## src/hdl/lcs_pkg.sv

```systemverilog
// shared types and constants for the longest common subsequence unit
// no dependencies

package lcs_pkg;

   localparam int MAX_LEN_DEFAULT = 32;
   localparam int RESULT_LIMIT    = 32;

   localparam logic [1:0] MODE_APPEND_FIRST  = 2'd0;
   localparam logic [1:0] MODE_APPEND_SECOND = 2'd1;
   localparam logic [1:0] MODE_COMPUTE       = 2'd2;

   localparam logic [1:0] DIR_DIAG = 2'd0;
   localparam logic [1:0] DIR_UP   = 2'd1;
   localparam logic [1:0] DIR_LEFT = 2'd2;

   typedef struct packed {
      logic [1:0] mode;
      logic [7:0] symbol;
   } req_type;

   typedef struct packed {
      logic [7:0] out_symbol;
      logic       has_symbol;
      logic [5:0] lcs_length;
      logic       truncated;
      logic       last;
   } rsp_type;

   typedef struct packed {
      logic    valid;
      rsp_type data;
   } emit_type;

   typedef enum logic [2:0] {
      ST_IDLE,
      ST_ROW_RD,
      ST_FILL_RD,
      ST_FILL_WR,
      ST_TB_RD,
      ST_TB_DO,
      ST_EMIT_RD,
      ST_EMIT_WR
   } state_type;

endpackage

```

## src/hdl/lcs_ram.sv

```systemverilog
// generic single write port, single read port ram with registered read
// no dependencies

module lcs_ram #(
   parameter int WIDTH = 8,
   parameter int DEPTH = 32,
   localparam int AW = (DEPTH > 1) ? $clog2(DEPTH) : 1
) (
   input  logic             clock,
   input  logic             wr_en,
   input  logic [AW-1:0]    wr_addr,
   input  logic [WIDTH-1:0] wr_data,
   input  logic             rd_en,
   input  logic [AW-1:0]    rd_addr,
   output logic [WIDTH-1:0] rd_data
);

   logic [WIDTH-1:0] mem_ff [DEPTH];
   logic [WIDTH-1:0] rd_data_ff;

   always_ff @(posedge clock) begin
      if (wr_en) begin
         mem_ff[wr_addr] <= wr_data;
      end
      if (rd_en) begin
         rd_data_ff <= mem_ff[rd_addr];
      end
   end

   assign rd_data = rd_data_ff;

endmodule

```

## src/hdl/lcs_core.sv

```systemverilog
// string buffers, score row buffer, direction table and sequencer
// depends on lcs_pkg and lcs_ram

module lcs_core import lcs_pkg::*; #(
   parameter int MAX_LEN = MAX_LEN_DEFAULT
) (
   input  logic     clock,
   input  logic     reset,
   input  logic     req_accept,
   input  req_type  req_data,
   input  logic     out_free,
   output logic     idle,
   output emit_type emit
);

   localparam int LW = $clog2(MAX_LEN + 1);
   localparam int IW = (MAX_LEN > 1) ? $clog2(MAX_LEN) : 1;
   localparam int DD = MAX_LEN * MAX_LEN;
   localparam int DW = (DD > 1) ? $clog2(DD) : 1;

   state_type state_ff, state_in;

   logic [LW-1:0] first_len_ff, first_len_in;
   logic [LW-1:0] second_len_ff, second_len_in;
   logic          ovf_ff, ovf_in;
   logic [LW-1:0] m_ff, m_in;
   logic [LW-1:0] n_ff, n_in;
   logic          trunc_ff, trunc_in;
   logic [LW-1:0] i_ff, i_in;
   logic [LW-1:0] j_ff, j_in;
   logic [DW-1:0] row_base_ff, row_base_in;
   logic [DW-1:0] tb_addr_ff, tb_addr_in;
   logic [LW-1:0] diag_ff, diag_in;
   logic [LW-1:0] left_ff, left_in;
   logic [LW-1:0] len_ff, len_in;
   logic [LW-1:0] k_ff, k_in;
   logic [LW-1:0] idx_ff, idx_in;

   logic          first_we, second_we, row_we, dir_we, seq_we;
   logic          first_re, second_re, row_re, dir_re, seq_re;
   logic [7:0]    first_rdata, second_rdata, seq_rdata;
   logic [LW-1:0] row_rdata;
   logic [1:0]    dir_rdata;
   logic [1:0]    cell_dir;
   logic [LW-1:0] cell_score, up_score;
   logic [LW-1:0] emit_count;
   logic          emit_last;
   logic          is_compute;
   logic          empty_job;

   assign is_compute = req_accept && (req_data.mode == MODE_COMPUTE);
   assign empty_job  = (first_len_ff == '0) || (second_len_ff == '0);

   // cell update
   always_comb begin
      up_score = (i_ff == LW'(1)) ? '0 : row_rdata;
      if (first_rdata == second_rdata) begin
         cell_score = LW'(diag_ff + 1'b1);
         cell_dir   = DIR_DIAG;
      end else if (up_score >= left_ff) begin
         cell_score = up_score;
         cell_dir   = DIR_UP;
      end else begin
         cell_score = left_ff;
         cell_dir   = DIR_LEFT;
      end
   end

   assign emit_count = (len_ff == '0) ? LW'(1) :
                       ((int'(len_ff) > RESULT_LIMIT) ? LW'(RESULT_LIMIT) : len_ff);
   assign emit_last  = ((LW+1)'(idx_ff) + 1'b1) == (LW+1)'(emit_count);

   // next state
   always_comb begin
      state_in = state_ff;
      case (state_ff)
         ST_IDLE: begin
            if (is_compute) begin
               state_in = empty_job ? ST_EMIT_WR : ST_ROW_RD;
            end
         end
         ST_ROW_RD:  state_in = ST_FILL_RD;
         ST_FILL_RD: state_in = ST_FILL_WR;
         ST_FILL_WR: begin
            if (j_ff != n_ff) begin
               state_in = ST_FILL_RD;
            end else if (i_ff != m_ff) begin
               state_in = ST_ROW_RD;
            end else begin
               state_in = ST_TB_RD;
            end
         end
         ST_TB_RD: begin
            if ((i_ff == '0) || (j_ff == '0)) begin
               state_in = (len_ff == '0) ? ST_EMIT_WR : ST_EMIT_RD;
            end else begin
               state_in = ST_TB_DO;
            end
         end
         ST_TB_DO:   state_in = ST_TB_RD;
         ST_EMIT_RD: state_in = ST_EMIT_WR;
         ST_EMIT_WR: begin
            if (out_free) begin
               if (emit_last) begin
                  state_in = ST_IDLE;
               end else begin
                  state_in = ST_EMIT_RD;
               end
            end
         end
         default: state_in = ST_IDLE;
      endcase
   end

   // outputs and memory controls
   always_comb begin
      idle      = (state_ff == ST_IDLE);
      first_we  = idle && req_accept && (req_data.mode == MODE_APPEND_FIRST) &&
                  (first_len_ff < LW'(MAX_LEN));
      second_we = idle && req_accept && (req_data.mode == MODE_APPEND_SECOND) &&
                  (second_len_ff < LW'(MAX_LEN));
      first_re  = (state_ff == ST_ROW_RD) ||
                  ((state_ff == ST_TB_RD) && (i_ff != '0) && (j_ff != '0));
      second_re = (state_ff == ST_FILL_RD);
      row_re    = (state_ff == ST_FILL_RD);
      row_we    = (state_ff == ST_FILL_WR);
      dir_we    = (state_ff == ST_FILL_WR);
      dir_re    = first_re && (state_ff == ST_TB_RD);
      seq_we    = (state_ff == ST_TB_DO) && (dir_rdata == DIR_DIAG) && (k_ff != '0);
      seq_re    = (state_ff == ST_EMIT_RD);

      emit.valid           = (state_ff == ST_EMIT_WR);
      emit.data.has_symbol = (len_ff != '0);
      emit.data.out_symbol = (len_ff != '0) ? seq_rdata : 8'd0;
      emit.data.lcs_length = 6'(len_ff);
      emit.data.truncated  = trunc_ff;
      emit.data.last       = emit_last;
   end

   // datapath
   always_comb begin
      first_len_in  = first_len_ff;
      second_len_in = second_len_ff;
      ovf_in        = ovf_ff;
      m_in          = m_ff;
      n_in          = n_ff;
      trunc_in      = trunc_ff;
      i_in          = i_ff;
      j_in          = j_ff;
      row_base_in   = row_base_ff;
      tb_addr_in    = tb_addr_ff;
      diag_in       = diag_ff;
      left_in       = left_ff;
      len_in        = len_ff;
      k_in          = k_ff;
      idx_in        = idx_ff;
      case (state_ff)
         ST_IDLE: begin
            if (req_accept) begin
               case (req_data.mode)
                  MODE_APPEND_FIRST: begin
                     if (first_len_ff < LW'(MAX_LEN)) begin
                        first_len_in = LW'(first_len_ff + 1'b1);
                     end else begin
                        ovf_in = 1'b1;
                     end
                  end
                  MODE_APPEND_SECOND: begin
                     if (second_len_ff < LW'(MAX_LEN)) begin
                        second_len_in = LW'(second_len_ff + 1'b1);
                     end else begin
                        ovf_in = 1'b1;
                     end
                  end
                  MODE_COMPUTE: begin
                     m_in          = first_len_ff;
                     n_in          = second_len_ff;
                     trunc_in      = ovf_ff;
                     first_len_in  = '0;
                     second_len_in = '0;
                     ovf_in        = 1'b0;
                     i_in          = LW'(1);
                     j_in          = LW'(1);
                     row_base_in   = '0;
                     diag_in       = '0;
                     left_in       = '0;
                     len_in        = '0;
                     idx_in        = '0;
                  end
                  default: begin
                  end
               endcase
            end
         end
         ST_FILL_WR: begin
            diag_in = up_score;
            left_in = cell_score;
            if (j_ff != n_ff) begin
               j_in = LW'(j_ff + 1'b1);
            end else if (i_ff != m_ff) begin
               i_in        = LW'(i_ff + 1'b1);
               j_in        = LW'(1);
               row_base_in = row_base_ff + DW'(MAX_LEN);
               diag_in     = '0;
               left_in     = '0;
            end else begin
               len_in     = cell_score;
               k_in       = cell_score;
               tb_addr_in = row_base_ff + DW'(j_ff - 1'b1);
            end
         end
         ST_TB_RD: begin
            idx_in = '0;
         end
         ST_TB_DO: begin
            case (dir_rdata)
               DIR_DIAG: begin
                  if (k_ff != '0) begin
                     k_in = LW'(k_ff - 1'b1);
                  end
                  i_in       = LW'(i_ff - 1'b1);
                  j_in       = LW'(j_ff - 1'b1);
                  tb_addr_in = tb_addr_ff - DW'(MAX_LEN + 1);
               end
               DIR_UP: begin
                  i_in       = LW'(i_ff - 1'b1);
                  tb_addr_in = tb_addr_ff - DW'(MAX_LEN);
               end
               default: begin
                  j_in       = LW'(j_ff - 1'b1);
                  tb_addr_in = tb_addr_ff - DW'(1);
               end
            endcase
         end
         ST_EMIT_WR: begin
            if (out_free && !emit_last) begin
               idx_in = LW'(idx_ff + 1'b1);
            end
         end
         default: begin
         end
      endcase
   end

   always_ff @(posedge clock) begin
      if (reset) begin
         state_ff      <= ST_IDLE;
         first_len_ff  <= '0;
         second_len_ff <= '0;
         ovf_ff        <= 1'b0;
      end else begin
         state_ff      <= state_in;
         first_len_ff  <= first_len_in;
         second_len_ff <= second_len_in;
         ovf_ff        <= ovf_in;
      end
   end

   always_ff @(posedge clock) begin
      m_ff        <= m_in;
      n_ff        <= n_in;
      trunc_ff    <= trunc_in;
      i_ff        <= i_in;
      j_ff        <= j_in;
      row_base_ff <= row_base_in;
      tb_addr_ff  <= tb_addr_in;
      diag_ff     <= diag_in;
      left_ff     <= left_in;
      len_ff      <= len_in;
      k_ff        <= k_in;
      idx_ff      <= idx_in;
   end

   lcs_ram #(.WIDTH(8), .DEPTH(MAX_LEN)) u_first_ram (
      .clock   (clock),
      .wr_en   (first_we),
      .wr_addr (IW'(first_len_ff)),
      .wr_data (req_data.symbol),
      .rd_en   (first_re),
      .rd_addr (IW'(i_ff - 1'b1)),
      .rd_data (first_rdata)
   );

   lcs_ram #(.WIDTH(8), .DEPTH(MAX_LEN)) u_second_ram (
      .clock   (clock),
      .wr_en   (second_we),
      .wr_addr (IW'(second_len_ff)),
      .wr_data (req_data.symbol),
      .rd_en   (second_re),
      .rd_addr (IW'(j_ff - 1'b1)),
      .rd_data (second_rdata)
   );

   // previous score row, overwritten in place with the current row
   lcs_ram #(.WIDTH(LW), .DEPTH(MAX_LEN)) u_row_ram (
      .clock   (clock),
      .wr_en   (row_we),
      .wr_addr (IW'(j_ff - 1'b1)),
      .wr_data (cell_score),
      .rd_en   (row_re),
      .rd_addr (IW'(j_ff - 1'b1)),
      .rd_data (row_rdata)
   );

   lcs_ram #(.WIDTH(2), .DEPTH(DD)) u_dir_ram (
      .clock   (clock),
      .wr_en   (dir_we),
      .wr_addr (row_base_ff + DW'(j_ff - 1'b1)),
      .wr_data (cell_dir),
      .rd_en   (dir_re),
      .rd_addr (tb_addr_ff),
      .rd_data (dir_rdata)
   );

   lcs_ram #(.WIDTH(8), .DEPTH(MAX_LEN)) u_seq_ram (
      .clock   (clock),
      .wr_en   (seq_we),
      .wr_addr (IW'(k_ff - 1'b1)),
      .wr_data (first_rdata),
      .rd_en   (seq_re),
      .rd_addr (IW'(idx_ff)),
      .rd_data (seq_rdata)
   );

endmodule

```

## src/hdl/lcs_length_and_traceback_unit.sv

```systemverilog
// operation: an append is taken while idle; a compute fills the table row by row (a row
// start state, then a read state and a write state per cell through the row buffer ram), then
// traces back through the direction table, then reads each result from the sequence ram.
// throughput: one transaction at a time; req_ready is high only while idle.
// reset: synchronous, active high; clears lengths, overflow flag, sequencer and
// rsp_valid. string contents are undefined until written; no clearing pass.
// top level: output register around lcs_core; depends on lcs_pkg, lcs_core

module lcs_length_and_traceback_unit import lcs_pkg::*; #(
   parameter int MAX_LEN = MAX_LEN_DEFAULT
) (
   input  logic    clock,
   input  logic    reset,
   input  logic    req_valid,
   output logic    req_ready,
   input  req_type req_data,
   output logic    rsp_valid,
   input  logic    rsp_ready,
   output rsp_type rsp_data
);

   logic     idle;
   logic     out_free;
   emit_type emit;
   logic     rsp_valid_ff, rsp_valid_in;
   rsp_type  rsp_data_ff, rsp_data_in;

   assign req_ready = idle;
   assign out_free  = !rsp_valid_ff || rsp_ready;

   lcs_core #(.MAX_LEN(MAX_LEN)) u_core (
      .clock      (clock),
      .reset      (reset),
      .req_accept (req_valid && req_ready),
      .req_data   (req_data),
      .out_free   (out_free),
      .idle       (idle),
      .emit       (emit)
   );

   always_comb begin
      rsp_valid_in = rsp_valid_ff;
      rsp_data_in  = rsp_data_ff;
      if (emit.valid && out_free) begin
         rsp_valid_in = 1'b1;
         rsp_data_in  = emit.data;
      end else if (rsp_ready) begin
         rsp_valid_in = 1'b0;
      end
   end

   always_ff @(posedge clock) begin
      if (reset) begin
         rsp_valid_ff <= 1'b0;
      end else begin
         rsp_valid_ff <= rsp_valid_in;
      end
   end

   always_ff @(posedge clock) begin
      rsp_data_ff <= rsp_data_in;
   end

   assign rsp_valid = rsp_valid_ff;
   assign rsp_data  = rsp_data_ff;

endmodule

```

## config.mk

```make
export PLATFORM = sky130hd
export DESIGN_NAME = lcs_length_and_traceback_unit
export DESIGN_NICKNAME = d
export VERILOG_FILES = /design/src/hdl/lcs_pkg.sv /design/src/hdl/lcs_ram.sv /design/src/hdl/lcs_core.sv /design/src/hdl/lcs_length_and_traceback_unit.sv
export SDC_FILE = /design/constraint.sdc
export NUM_CORES = 2
export LEC_CHECK = 0
export BUFFER_PORTS_ARGS = -buffer_cell sky130_fd_sc_hd__buf_2
export CAP_MARGIN = 20
export CORE_MARGIN = 4
export CORE_UTILIZATION = 47
export DETAILED_ROUTE_END_ITERATION = 7
export PLACE_DENSITY_LB_ADDON = 0.1
export REMOVE_ABC_BUFFERS = 1
export SETUP_SLACK_MARGIN = 0.15
export SYNTH_ARGS = -nofsm -noshare
export SYNTH_HDL_FRONTEND = slang
export SYNTH_SLANG_ARGS = --single-unit
export TNS_END_PERCENT = 50
```

## constraint.sdc

```tcl
create_clock -name clock -period 93.3 [get_ports clock]
set_input_delay 9.33 -clock clock [delete_from_list [all_inputs] [get_ports clock]]
set_output_delay 9.33 -clock clock [all_outputs]
set_load 0.005 [all_outputs]
```

## After elaboration in Yosys (flattened, before gate mapping)

Memories as Yosys holds them, arrays and structs flattened. A register that Yosys moved wholly into a read port is not among the register bits.
Index checks and enable logic that the tools add are counted.

- Register bits after elaboration: 109
- Bits in writable memories: 3,008
- Bits of input ports: 14
- Output and inout bits: 19
- Logic and storage cells: 201
- Memories: 5

Memories:

| name | depth | bits a word | rd ports | clocked after Yosys merged registers in | write ports | RTL line | RTL |
|---|---|---|---|---|---|---|---|
| u_core.u_dir_ram.mem_ff | 1,024 | 2 | 1 | 1 | 1 | lcs_ram.sv:18 | `logic [WIDTH-1:0] mem_ff [DEPTH];` |
| u_core.u_first_ram.mem_ff | 32 | 8 | 1 | 1 | 1 | lcs_ram.sv:18 |  |
| u_core.u_second_ram.mem_ff | 32 | 8 | 1 | 1 | 1 | lcs_ram.sv:18 |  |
| u_core.u_seq_ram.mem_ff | 32 | 8 | 1 | 1 | 1 | lcs_ram.sv:18 |  |
| u_core.u_row_ram.mem_ff | 32 | 6 | 1 | 1 | 1 | lcs_ram.sv:18 |  |

- Add/subtract/negate cells: 16
- $lt $le $gt $ge: 4
- Equality and inequality tests: 32
- Multiplexer cells: 68
- Reductions and logical operators: 54

Operators with widths:

| cell | count |
|---|---|
| 6-bit 2-to-1 mux | 26 |
| 6-bit one-hot mux with 2 select lines | 6 |
| 10-bit 2-to-1 mux | 6 |
| 10-bit one-hot mux with 2 select lines | 3 |
| 6-bit one-hot mux with 3 select lines | 3 |
| 6-bit by 1-bit adder with 6-bit output, second input constant | 6 |
| 6-bit logical NOT | 5 |
| 5-bit AND reduction | 5 |
| 2-bit != test, second input constant | 12 |
| 3-bit one-hot mux with 8 select lines | 1 |
| 6-bit nonzero test | 4 |
| 3-bit 2-to-1 mux | 7 |
| 10-bit by 6-bit subtractor with 10-bit output, second input constant | 2 |
| 6-bit by 1-bit subtractor with 6-bit output, second input constant | 3 |
| 1-bit logical AND | 14 |
| 1-bit 2-to-1 mux | 13 |
| 3-bit equality test, second input constant | 4 |
| 6-bit < comparator, second input constant | 2 |
| 6-bit != test | 2 |
| 4-bit AND reduction | 3 |
| 10-bit adder | 1 |
| 10-bit by 6-bit adder with 10-bit output, second input constant | 1 |
| 2-bit nonzero test | 5 |
| 10-bit by 1-bit subtractor with 10-bit output, second input constant | 1 |
| other kinds (24) | 39 |

## Logic depth before layout (Yosys ltp)

- Depth after elaboration: 8
- Gate-level depth with buffers: 18
- Mapped depth without buffers: 14

## Hierarchy

A second synthesis with hierarchy kept.

- Cells, all modules: 6,979
- Area, all modules: 127,985.2 um2

Modules (own cells, without submodules):

| module | times used | cells an instance | area each (um2) | seq. area each (um2) |
|---|---|---|---|---|
| lcs_ram at u_core.u_dir_ram | 1 | 4,793 | 83,777.8 | 61,559.0 |
| lcs_ram at u_core.u_first_ram ... | 3 | 417 | 10,133.5 | 7,927.6 |
| lcs_ram at u_core.u_row_ram | 1 | 323 | 7,649.8 | 5,945.7 |
| lcs_core | 1 | 589 | 5,585.4 | 2,422.3 |
| lcs_length_and_traceback_unit | 1 | 23 | 571.8 | 530.5 |

## Worst setup path before layout

Ideal clock, no wire load.

- Path type: reg2reg
- From: register u_core.i_ff[3]
- To: memory u_core.u_dir_ram.mem_ff[0][0], data pin
- Library setup time: 5,189 ps
- Data arrival time: 26,815 ps
- Required time: 88,111 ps
- Path slack: 61,296 ps
- Cell stages (with the launch flop): 13
- Path buffers: 1
- Clock period less this slack: 32,004 ps
- Cells stage by stage: edfxtp_1 -> clkbuf_1 -> nor2_1 -> nand3_1 -> nand2_1 -> ha_1 -> nand2b_1 -> a21o_1 -> a21o_1 -> a21o_1 -> a21o_1 -> a21o_1 -> nor2b_1

- Longest elaborated chain between the ends: 5

RTL lines:

| element | RTL line | RTL |
|---|---|---|
| from (decl) | lcs_core.sv:29 | `logic [LW-1:0] i_ff, i_in;` |
| from (signal assigned) | lcs_core.sv:263 | `i_ff <= i_in;` |
| 6-bit by 1-bit equality test with 1-bit output | lcs_core.sv:56 | `up_score = (i_ff == LW'(1)) ? '0 : row_rdata;` |
| 6-bit 2-to-1 mux | lcs_core.sv:56 |  |
| 6-bit greater-or-equal comparator | lcs_core.sv:60 | `end else if (up_score >= left_ff) begin` |
| 2-bit 2-to-1 mux | lcs_core.sv:60 |  |
| 2-bit 2-to-1 mux | lcs_core.sv:57 | `if (first_rdata == second_rdata) begin` |
| via u_core.cell_dir[0] | lcs_core.sv:44 | `logic [1:0] cell_dir;` |
| to (decl) | lcs_ram.sv:18 |  |

The timed path passes the listed nets, and every way through them passes these cells.

## Final worst setup path

- From: register u_core.state_ff[0]
- To: output req_ready

- Longest elaborated chain between the ends: 1

RTL lines:

| element | RTL line | RTL |
|---|---|---|
| from (decl) | lcs_core.sv:21 | `state_type state_ff, state_in;` |
| from (signal assigned) | lcs_core.sv:252 | `state_ff <= state_in;` |
| 3-bit logical NOT | lcs_core.sv:117 | `idle = (state_ff == ST_IDLE);` |
| to (decl) | lcs_length_and_traceback_unit.sv:15 | `output logic req_ready,` |

No other way between the ends.

==> out/results.txt <==
Sorting the synthesized cells by area gives the leading types as sky130_fd_sc_hd__edfxtp_1 (74%), sky130_fd_sc_hd__mux4_2 (11%), sky130_fd_sc_hd__nor2_1 (3.6%). The first-pass GRT wire length was 527000 µm. The family of cells with the greatest summed delay on the critical path is buffers and inverters. The area added between synthesis and finish is 11.9%, and the number of buffers added by the clock tree synthesis step is 332. The final-report max-slew violation count was 0; the clock input transition at the sequential cells of the worst setup and hold paths was 0.07 ns. The number of buffers inserted by port buffering was 32; the maximum single-stage delay on the critical path was 0.43 ns. In the routed design, unresolved DRC markers number 0.

The maximum clock path buffer count is 4. The tool flagged a number of max-cap violations equal to 0. The run gives 0.427 ns as the hold slack. The share of flip-flops with an asynchronous set or reset after synthesis is 0%. The run gives 0 as the quantity of hold-fixing buffers added after cts.

The most used flip-flop cell after synthesis is sky130_fd_sc_hd__edfxtp_1. The setup violation total in the final timing report is 0, and the global-route usage over all layers is 26.6%. Of the synthesized area, sequential elements account for 74.1%. Across the VDD grid, the largest voltage drop is 0.0000309 V. The cell sitting at the root of the clock tree is a sky130_fd_sc_hd__clkbuf_16.

Once placement completed, the tool counted placed cells totaling 10300. In this run the tightest slew margin relative to its limit is 10.5%. Chip height: 528 µm. The class of the worst hold path was reg2reg. The first detailed-routing pass ran for 5 iterations.

STA puts the critical path data arrival time at 2.21 ns. The flop and latch count out of synthesis is 3144. The final layout contains 7131 nets. Entering global routing, the biggest net connects 243 pins. The die width came out at 528 µm.

The tools report the number of H-tree levels as 5. The signal on the critical path passes through nor2_1, nand2_1, inv_1, buf_2. Counting both buffers and inverters, the worst setup path holds a total of 2. Excluding fillers, the count of instances in the completed layout stands at 10900.

The post-route netlist has 20.1% of its cells at a drive strength greater than 1. The number of warnings reported in the yosys synthesis log is 0. The total congestion overflow was 0. The initial utilization of the core area, before any placement, comes to 47.3%.

The total count of hold-check failures in the final report is 0. Setup repair after global routing left no endpoint under its margin. STA classifies the critical path endpoint as an output pin.

The logs give 0 ns for the setup TNS after final layout and 85.14 ns for the register-to-register path setup slack. The die outline area was 0.279 mm²; the biggest fanout along the worst timing path was 13. Row generation in the floorplan step produced 190 rows.

The run gives 3144 as the clock sink count. The share of synthesized area in the top cell type comes to 73.8%. The synthesized netlist occupies a cell area of 0.127 mm². In this run, synthesis inferred 3127 flip-flops with an integrated enable.

The run finished with clean final reports. The netlist uses 74 different library cells. The share of the cycle needed by the critical path after routing works out to 12.4%. Via count of the first global-routing pass: 69000. Once detail routing completed, the nets flagged for antenna violations numbered 0. Post-CTS timing repair inserted 0 buffers for setup. The per-instance average area after synthesis is 18.1 µm², and the area of the core is 0.269 mm².

Of all cell types, the one taking the most synthesized area is sky130_fd_sc_hd__edfxtp_1. The number of antenna violations at the first check in global routing was 32; the routed length per placed instance was 34.2 µm. For this design the static power due to leakage is 44.7 nW.

The finished cells cover 0.142 mm². The cell area reported after detailed placement is 0.132 mm². After layout, the minimum clock period comes to 11.54 ns. The via total after detailed routing is 68100.

The most numerous cell in the Yosys netlist was sky130_fd_sc_hd__edfxtp_1. For the clock latency reported for the late side of the worst-skew pair, the log shows 0.92 ns. For the worst setup path, the data required time is 83.97 ns. Sorting the synthesized cells by how often they occur yields sky130_fd_sc_hd__edfxtp_1 (3127), sky130_fd_sc_hd__nor2_1 (1221), sky130_fd_sc_hd__mux4_2 (641). For the pin with the worst max-slew slack, the measured transition is 1.34 ns. Once detailed placement completed, the half-perimeter wirelength came to 215000 µm. The via density per instance is 6.25. At the end of routability-driven placement, the weighted congestion stood at 0.833.

The element type at the critical path start was a register. The routed design has 373000 µm of wire. For this block, the initial DRC count from the detailed router was 8337. TritonCTS built the clock tree. Based on the critical path, the design can be clocked at up to 0.0867 GHz. The power per standard cell area is 29.6 mW/mm². The cell type of the slowest stage on the worst timing path is sky130_fd_sc_hd__dfxtp_1. The number of standard cells after synthesis is 7007, and the top-level I/O count is 33. For the number of gates resized after CTS, the log shows 0. The worst clock skew came out at 0.0472 ns. The worst setup path is of the reg2out kind.
metrics by stage:
stage / setup WS, ns / util, % / power, mW
after CTS: 81.68 / 52.9 / 4.23
after global placement: 81.36 / 48.9 / 2.92
final: 81.76 / 53.0 / 4.21
after detailed placement: 81.31 / 49.0 / 2.94
after global routing: 81.55 / 53.0 / 4.36
after floorplan: 58.92 / - / 2.96
layout by cell type, fill, tap and decap left out, drive strengths merged, types with 61 or more instances in the layout:
| cell type | n |
|---|---|
| a21oi | 98 |
| o221ai | 64 |
| buf | 238 |
| mux2i | 242 |
| edfxtp | 3127 |
| nor2 | 1221 |
| nand2 | 208 |
| a22oi | 95 |
| mux4 | 679 |
| clkbuf | 402 |
| a221oi | 61 |
| inv | 86 |
| clkinv | 144 |
cell families (layout without fill, tap and decap cells):
logic type,after synthesis,in the layout,synth area share [%]
xor gates and xnor gates,70,70,0.482
buffers and inverters,573,906,2.11
adders and majority gates,39,39,0.390
and+or+nand+nor,1659,1659,5.32
AOI/OAI and AO/OA,544,544,3.05
muxes,978,978,14.5
other,0,7,0
DFF,3144,3144,74.1
routing by layer:
metal | up-vias | GRT usage (%) | wire [µm] | part of all wire (%)
li1 | 28100 | - | - | -
met1 | 36300 | 37.3 | 149000 | 40
met4 | 6 | 8.53 | 13400 | 3.6
met5 | - | 0 | 39 | 0.010
met2 | 3163 | 42.3 | 178000 | 48
met3 | 581 | 5.22 | 33100 | 8.9
final timing paths:
kind,end,cells after the start,startpoint
max,req_ready,4,u_core.state_ff[0]
min reg2reg,u_core.trunc_ff,0,u_core.ovf_ff
min,u_core.trunc_ff,0,u_core.ovf_ff
max reg2reg,u_core.u_dir_ram.mem_ff[697][0],18,u_core.i_ff[0]
area by class of cell:
class                           instances  area, µm²
Clock inverter                        194       1750
Inverter                               72        275
Tap cell                             3552       4440
Multi-Input combinational cell       3290      30600
Antenna cell                            7       17.5
Fill cell                           21300     126000
Timing Repair Buffer                  238       2150
Clock buffer                          402       8800
Sequential cell                      3144      94200
worst register-to-register path, cell delays in order, from the launching register on:
cell and delay (ns):
sky130_fd_sc_hd__edfxtp_1 0.31, sky130_fd_sc_hd__buf_4 0.36, sky130_fd_sc_hd__ha_1 0.24, sky130_fd_sc_hd__nand3_1 0.25, sky130_fd_sc_hd__nand2_1 0.20, sky130_fd_sc_hd__inv_1 0.08, sky130_fd_sc_hd__ha_1 0.28, sky130_fd_sc_hd__a21o_1 0.12
sky130_fd_sc_hd__a21o_1 0.12, sky130_fd_sc_hd__a21o_1 0.11, sky130_fd_sc_hd__a21o_1 0.23, sky130_fd_sc_hd__a21o_1 0.36, sky130_fd_sc_hd__nor2b_4 0.24, sky130_fd_sc_hd__buf_4 0.75, sky130_fd_sc_hd__buf_4 0.87, sky130_fd_sc_hd__buf_4 0.76
sky130_fd_sc_hd__buf_4 0.80, sky130_fd_sc_hd__buf_4 0.86, sky130_fd_sc_hd__buf_4 0.80
flip-flops by register name, summed over array words and instances, names as in the netlist, 8 cells and up:
name	flops
u_core.u_first_ram.rd_data	8
u_core.u_first_ram.mem_ff	256
u_core.u_seq_ram.rd_data	8
u_core.u_second_ram.rd_data	8
u_core.u_second_ram.mem_ff	256
rsp_data	17
u_core.tb_addr_ff	10
u_core.u_dir_ram.mem_ff	2048
u_core.u_row_ram.mem_ff	192
u_core.u_seq_ram.mem_ff	256
where the power goes:
group / switching (mW) / internal, mW
sequential: 0.0226 / 1.85
clock: 0.554 / 0.741
combinational: 0.727 / 0.315
total: 1.30 / 2.90
Power figures use the tool's default switching activity.
